==> src/sv/assert_macros.svh <==
// Assertion macros for the RTL; included by the top level.
// Active unless SYNTHESIS is defined; empty bodies otherwise.
`ifndef ASSERT_MACROS_SVH
`define ASSERT_MACROS_SVH
`ifndef SYNTHESIS
`define ASSERT_IMPL(label, clk, rst_n, prop) \
  label: assert property (@(posedge clk) disable iff (!rst_n) prop) else $error("assertion failed");
`define ASSERT_NEVER(label, clk, rst_n, cond) \
  label: assert property (@(posedge clk) disable iff (!rst_n) !(cond)) else $error("never violated");
`else
`define ASSERT_IMPL(label, clk, rst_n, prop)
`define ASSERT_NEVER(label, clk, rst_n, cond)
`endif
`endif

==> src/sv/eact_pkg.sv <==
// Package for the encoder angle compensation block: types, codes, constants.
// No dependencies.
package eact_pkg;
  localparam int TableDepthDefault = 64;
  localparam int CfgIdxW = 3;
  localparam int CfgDataW = 17;

  typedef enum logic [1:0] {
    OP_SAMPLE = 2'd0,
    OP_TABLE_WRITE = 2'd1,
    OP_ZERO = 2'd2,
    OP_PRIME = 2'd3
  } op_e;

  typedef enum logic [2:0] {
    CFG_ZERO_OFFSET = 3'd0,
    CFG_COMP_ENABLE = 3'd1,
    CFG_COMP_PHASE = 3'd2,
    CFG_COMP_GAIN = 3'd3,
    CFG_DIRECTION = 3'd4,
    CFG_FILTER_ALPHA = 3'd5,
    CFG_DELAY = 3'd6,
    CFG_POLE_PAIRS = 3'd7
  } cfg_e;

  typedef enum logic [3:0] {
    ST_IDLE, ST_READ, ST_INTERP, ST_SCALE, ST_ANGLE,
    ST_FILT_MUL, ST_FILT_ADD, ST_EXTRAP, ST_ELEC, ST_OUT
  } state_e;

  typedef struct packed {
    logic [1:0] operation;
    logic [15:0] raw_angle;
    logic [9:0] table_index;
    logic [15:0] table_value;
  } in_word_t;

  typedef struct packed {
    logic [15:0] angle;
    logic [15:0] difference;
    logic [31:0] accumulated;
    logic [31:0] filtered_difference;
    logic [15:0] electric_angle;
  } out_word_t;

  // one-hot datapath step strobes
  typedef struct packed {
    logic load;
    logic read;
    logic interp;
    logic scale;
    logic angle;
    logic filt_mul;
    logic filt_add;
    logic extrap;
    logic elec;
  } cmd_t;

  typedef struct packed {
    op_e op;
  } status_t;
endpackage

==> src/sv/eact_ctrl.sv <==
// Sequencer: steps the datapath through one item at a time.
// Depends on eact_pkg.
module eact_ctrl (
  input logic clk_i,
  input logic rst_ni,
  input logic in_valid_i,
  output logic in_ready_o,
  output logic out_valid_o,
  input logic out_ready_i,
  input eact_pkg::status_t status_i,
  output eact_pkg::cmd_t cmd_o
);
  import eact_pkg::*;
  state_e state_q, state_d;

  always_ff @(posedge clk_i or negedge rst_ni) begin
    if (!rst_ni) state_q <= ST_IDLE;
    else state_q <= state_d;
  end

  always_comb begin
    state_d = state_q;
    cmd_o = '0;
    in_ready_o = 1'b0;
    out_valid_o = 1'b0;
    case (state_q)
      ST_IDLE: begin
        in_ready_o = 1'b1;
        if (in_valid_i) begin
          cmd_o.load = 1'b1;
          state_d = ST_READ;
        end
      end
      ST_READ: begin
        cmd_o.read = 1'b1;
        state_d = (status_i.op == OP_TABLE_WRITE || status_i.op == OP_ZERO) ? ST_IDLE
                                                                             : ST_INTERP;
      end
      ST_INTERP: begin cmd_o.interp = 1'b1; state_d = ST_SCALE; end
      ST_SCALE: begin cmd_o.scale = 1'b1; state_d = ST_ANGLE; end
      ST_ANGLE: begin
        cmd_o.angle = 1'b1;
        state_d = (status_i.op == OP_PRIME) ? ST_IDLE : ST_FILT_MUL;
      end
      ST_FILT_MUL: begin cmd_o.filt_mul = 1'b1; state_d = ST_FILT_ADD; end
      ST_FILT_ADD: begin cmd_o.filt_add = 1'b1; state_d = ST_EXTRAP; end
      ST_EXTRAP: begin cmd_o.extrap = 1'b1; state_d = ST_ELEC; end
      ST_ELEC: begin cmd_o.elec = 1'b1; state_d = ST_OUT; end
      ST_OUT: begin
        out_valid_o = 1'b1;
        if (out_ready_i) state_d = ST_IDLE;
      end
      default: state_d = ST_IDLE;
    endcase
  end
endmodule

==> config.mk <==
export PLATFORM = sky130hd
export DESIGN_NAME = eact_ctrl
export DESIGN_NICKNAME = d
export VERILOG_FILES = /design/src/sv/assert_macros.svh /design/src/sv/eact_pkg.sv /design/src/sv/eact_ctrl.sv
export SDC_FILE = /design/constraint.sdc
export NUM_CORES = 1
export LEC_CHECK = 0
export BUFFER_PORTS_ARGS = -buffer_cell sky130_fd_sc_hd__buf_2
export CORE_AREA = 2 2 39 41
export DETAILED_ROUTE_END_ITERATION = 12
export DIE_AREA = 0 0 41 43
export PLACE_DENSITY_LB_ADDON = 0.25
export SYNTH_ARGS = -nofsm -noshare
export SYNTH_HDL_FRONTEND = slang
export SYNTH_SLANG_ARGS = --single-unit
==> constraint.sdc <==
create_clock -name clk_i -period 1.48 [get_ports clk_i]
set_clock_uncertainty 0.05 [all_clocks]
set_input_delay 0.074 -clock clk_i [delete_from_list [all_inputs] [get_ports clk_i]]
set_output_delay 0.074 -clock clk_i [all_outputs]
set_load 0.005 [all_outputs]
* Yosys cells after proc, flatten, opt, wreduce, memory -nomap -nowiden *
Cells that the tools add are included.

word-level totals
  bits in read-only memories = 0
  latch bits = 0
  flip-flop bits (word level) = 4
  bits in writable memories = 0
  input port bits = 6
  memories = 0
  word-level logic and storage cells = 35

operators by class
  reductions and logical operators = 3
  multiplexer cells = 17
  multipliers = 0
  add/subtract/negate cells = 0
  order comparisons = 0
  eq/ne operators = 14
  bitwise gates (word level) = 0
  divide/modulo/power cells = 0
  shift-type cells = 0

operators with widths
  cell                                                 count
  one-hot mux 4 bit (10 select lines)                  1
  equality test 4 x 3 -> 1 bit, second input constant  4
  two-way mux 1 bit                                    12
  equality test 4 x 2 -> 1 bit, second input constant  2
  equality test 4 bit, second input constant           2
  two-way mux 4 bit                                    2
  equality test 2 bit, second input constant           2
  equality test 4 x 1 -> 1 bit, second input constant  1
  zero test 4 bit                                      1
  != test 2 bit, second input constant                 2
  two-way mux 3 bit                                    1
  equality test 2 x 1 -> 1 bit, second input constant  1
  two-way mux 2 bit                                    1
  AND reduction 2 bit                                  1
  logical OR 1 bit                                     1

* Longest topological paths before layout *
  word-level depth = 4
  mapped depth = 4

* Least setup slack after synthesis *
No wires, ideal clock.

  path type = reg-to-reg
  start = register state_q[2]
  end = register state_q[0]
  data required time = 1.335 ns
  clock period less this slack = 1.092 ns
  setup slack = 0.388 ns
  buffers on the path = 1
  stages on the path, launching flop included = 5
  data arrival time = 0.946 ns
  path through = dfrtp_1 -> buf_6 -> nand2b_4 -> a211o_1 -> o31ai_1

on the way
  longest elaborated chain between the ends = 3
  elaborated cells on any way between the ends = 14
  classes of those cells = eq/ne: 11; mux: 1; reduce/logical: 2

ends and longest elaborated chain
  what                                                           RTL line         source
  start: declaration                                             eact_ctrl.sv:14  state_e state_q, state_d;
  start signal: assignment                                       eact_ctrl.sv:18  else state_q <= state_d;
  equality test 4 bit / zero test 4 bit (equally long branches)  eact_ctrl.sv:26  case (state_q)
  != test 2 bit (no line)                                        --
  AND reduction 2 bit (no line)                                  --

Parallel ways exist; a longest one is shown, timed or not.
A chain may end at the register's enable or synchronous reset.

==> results.txt <==
Drt pass-1 iters - 3
Setup TNS - 0 ns
Hold endpoint - state_q[3]
Worst R2R Setup Slack - 0.28 ns
Rows - 14
Reg-to-reg endpoint - state_q[0]
Synth warn - 0
Setup crit end kind - output pin
R2R Path Start - state_q[2]
TritonCTS Buffers - 3
Cell area after layout - 445 um^2
Slowest cell delay on critical path - 0.48 ns
CP max-delay cell - dfrtp_2
CTS tree - done
Drt initial violations - 5
Final hold violation count - 0
Worst IR Drop VDD - 0.000694 V
Starting Density - 23.7%
Port Buf Inserts - 16
DR vias - 303
Core area - 1380 um^2
Cell taking the most area after synthesis - dfrtp_1
Clock Latency Late Sink - 0.24 ns
Status - complete, no violations
CP Data Required Time - 1.36 ns
Share of cells above drive strength 1 - 48.1%
Sequential share of the synthesized area - 30.5%
Post-route ant nets - 0
First-pass GRT wire length - 1.12 mm
Crit path kind - reg -> out
Grt total ovfl - 0
Tightest Pin Transition - 0.328 ns
Filler Cell Count - 150
Clock Tree Root - clkbuf_4
Largest cells by area after synthesis - dfrtp_1 (31%), nor3_1 (9.2%), nand2b_4 (8.4%), nor4_4 (6.5%), nand2b_1 (5.7%)
Leading registers by flop count - state_q (4)
DP Area - 409 um^2
P_leak - 0.216 nW
Synth cell types - 20
Gr usage total - 9.86%
Commonest non-fill, non-tap cells in the layout - buf_2 (16), nor3_1 (6), nor2_1 (4)
Tcrit/Tclk final - 92.5%
Pwr per Cell Area - 1830 nW/um^2
Min-delay src - out_ready_i
Number of remaining DRC errors - 0
Initial antenna violation count - 0
Number of flip-flops in the largest register - 4
WP data arrival - 1.24 ns
Mapped Area - 328 um^2
Top achievable clock speed - 0.731 GHz
Clock transition at path regs - 0.04 ns
Crit path depth - 3
Most common cell after layout, fill and taps aside - buf_2
WP buf/inv - 1
CP startpoint kind - flop
Syn Area/Cell - 8.86 um^2
Final setup fails - 0
FF-to-FF path depth - 3
Largest net degree at the start of global routing - 11
Vias per Instance - 4.33
Syn nets - 44
Final slew viol count - 0
RSZ-0062 raised after global routing - false
Hold depth - 3
Final net count - 63
Maxcap violations - 0
Area delta synth->final - 35.9%
CP cell instances - nor4_4, and2_1, buf_2
Antenna diodes - 0
Cells after Synth - 37
Final WL - 750 um
Hold Path Class - in -> reg
Register with the most flip-flops - state_q
Kind of cell adding the most delay to the critical path - flip-flops
CTS max path bufs - 2
Vias in the first global route - 274
# IOs - 17
H-Tree Depth - 1
CTS Sinks - 4
Die area - 1760 um^2
Register bit total from synthesis - 4
Final GP Congestion - 0.759
DIE WIDTH - 41 um
Wire length per cell - 10.7 um
Synth top area share - 30.5%
Post-CTS setup buffer count - 0
Min cycle time layout - 1.37 ns
Critical path peak fanout - 10
Headroom to the max-slew limit - 78.1%
Die Y - 43 um
Post-DP HPWL - 562 um
## worst reg2reg max path, stage by stage (launching register included)
cell	delay, ns
dfrtp_1	0.48
nand2b_4	0.20
a211o_1	0.28
o31ai_1	0.08
## cell type report
cell class | count | area (um^2) | area share (%)
Clock buffer | 3 | 22.5 | 5.06
Inverter | 1 | 3.75 | 0.843
Multi-Input combinational cell | 28 | 198 | 44.4
Sequential cell | 4 | 104 | 23.3
Tap cell | 16 | 20.0 | 4.49
Timing Repair Buffer | 18 | 97.6 | 21.9
## through the flow
stage | hold slack, ns | util [%] | worst slack (ns) | instances | power [W]
2_1_floorplan | -0.272 | - | 0.388 | 37 | 0.000556
3_3_place_gp | -0.168 | 29.6 | 0.258 | 66 | 0.000683
3_5_place_dp | -0.170 | 29.6 | 0.291 | 66 | 0.000668
4_1_cts | 0.112 | 31.9 | 0.0357 | 70 | 0.000816
5_1_grt | 0.128 | 32.2 | 0.0341 | 70 | 0.000877
6_report | 0.103 | 32.2 | 0.112 | 70 | 0.000814
## synthesized netlist by cell type, drive strengths merged
library cell / count
o31ai: 1
nor4: 1
dfrtp: 4
a21o: 1
o21ai: 1
a21oi: 2
inv: 1
nor2b: 1
nor2: 4
and2: 1
buf: 4
mux2i: 1
nor3: 6
a211o: 1
ha: 1
nand2b: 5
a211oi: 1
nand2: 1
## metal layers
metal | wire length, um | track usage [%]
met1 | 361 | 13.6
met5 | 0 | 0
met3 | 58 | 3.14
met4 | 0 | 8.00
met2 | 330 | 11.9
## how the worst max path moves through the flow
| stage | start | end | slack [ns] |
|---|---|---|---|
| 2_1_floorplan | state_q[2] | state_q[0] | 0.39 |
| 3_3_place_gp | state_q[0] | cmd_o[8] | 0.26 |
| 3_5_place_dp | state_q[0] | cmd_o[8] | 0.29 |
| 4_1_cts | state_q[0] | cmd_o[8] | 0.04 |
| 5_1_grt | state_q[1] | cmd_o[8] | 0.03 |
| 6_report | state_q[0] | cmd_o[8] | 0.11 |
## where the power goes
group | total (W) | switching [W] | leakage (nW) | internal [W]
combinational | 0.000383 | 0.000161 | 0.155 | 0.000222
sequential | 0.000289 | 0.000131 | 0.0477 | 0.000158
clock | 0.000142 | 0.0000509 | 0.0138 | 0.0000911
total | 0.000814 | 0.000343 | 0.216 | 0.000471
## logic make-up after synthesis
family          Yosys count  synth area share (%)
simple gates             19                  39.3
fa+ha+maj                 1                  3.82
flops                     4                  30.5
buf+inv                   5                  9.16
compound gates            7                  14.1
mux                       1                  3.05
## repair_timing
| item | 4_1_cts | 5_1_grt |
|---|---|---|
| hold buffers | 1 | 0 |
| resized for setup | 0 | 3 |
| endpoints found under the hold margin | 4 | 0 |
| setup endpoints to repair | 0 | 3 |
No activity file was read; power rests on OpenSTA's default activity.
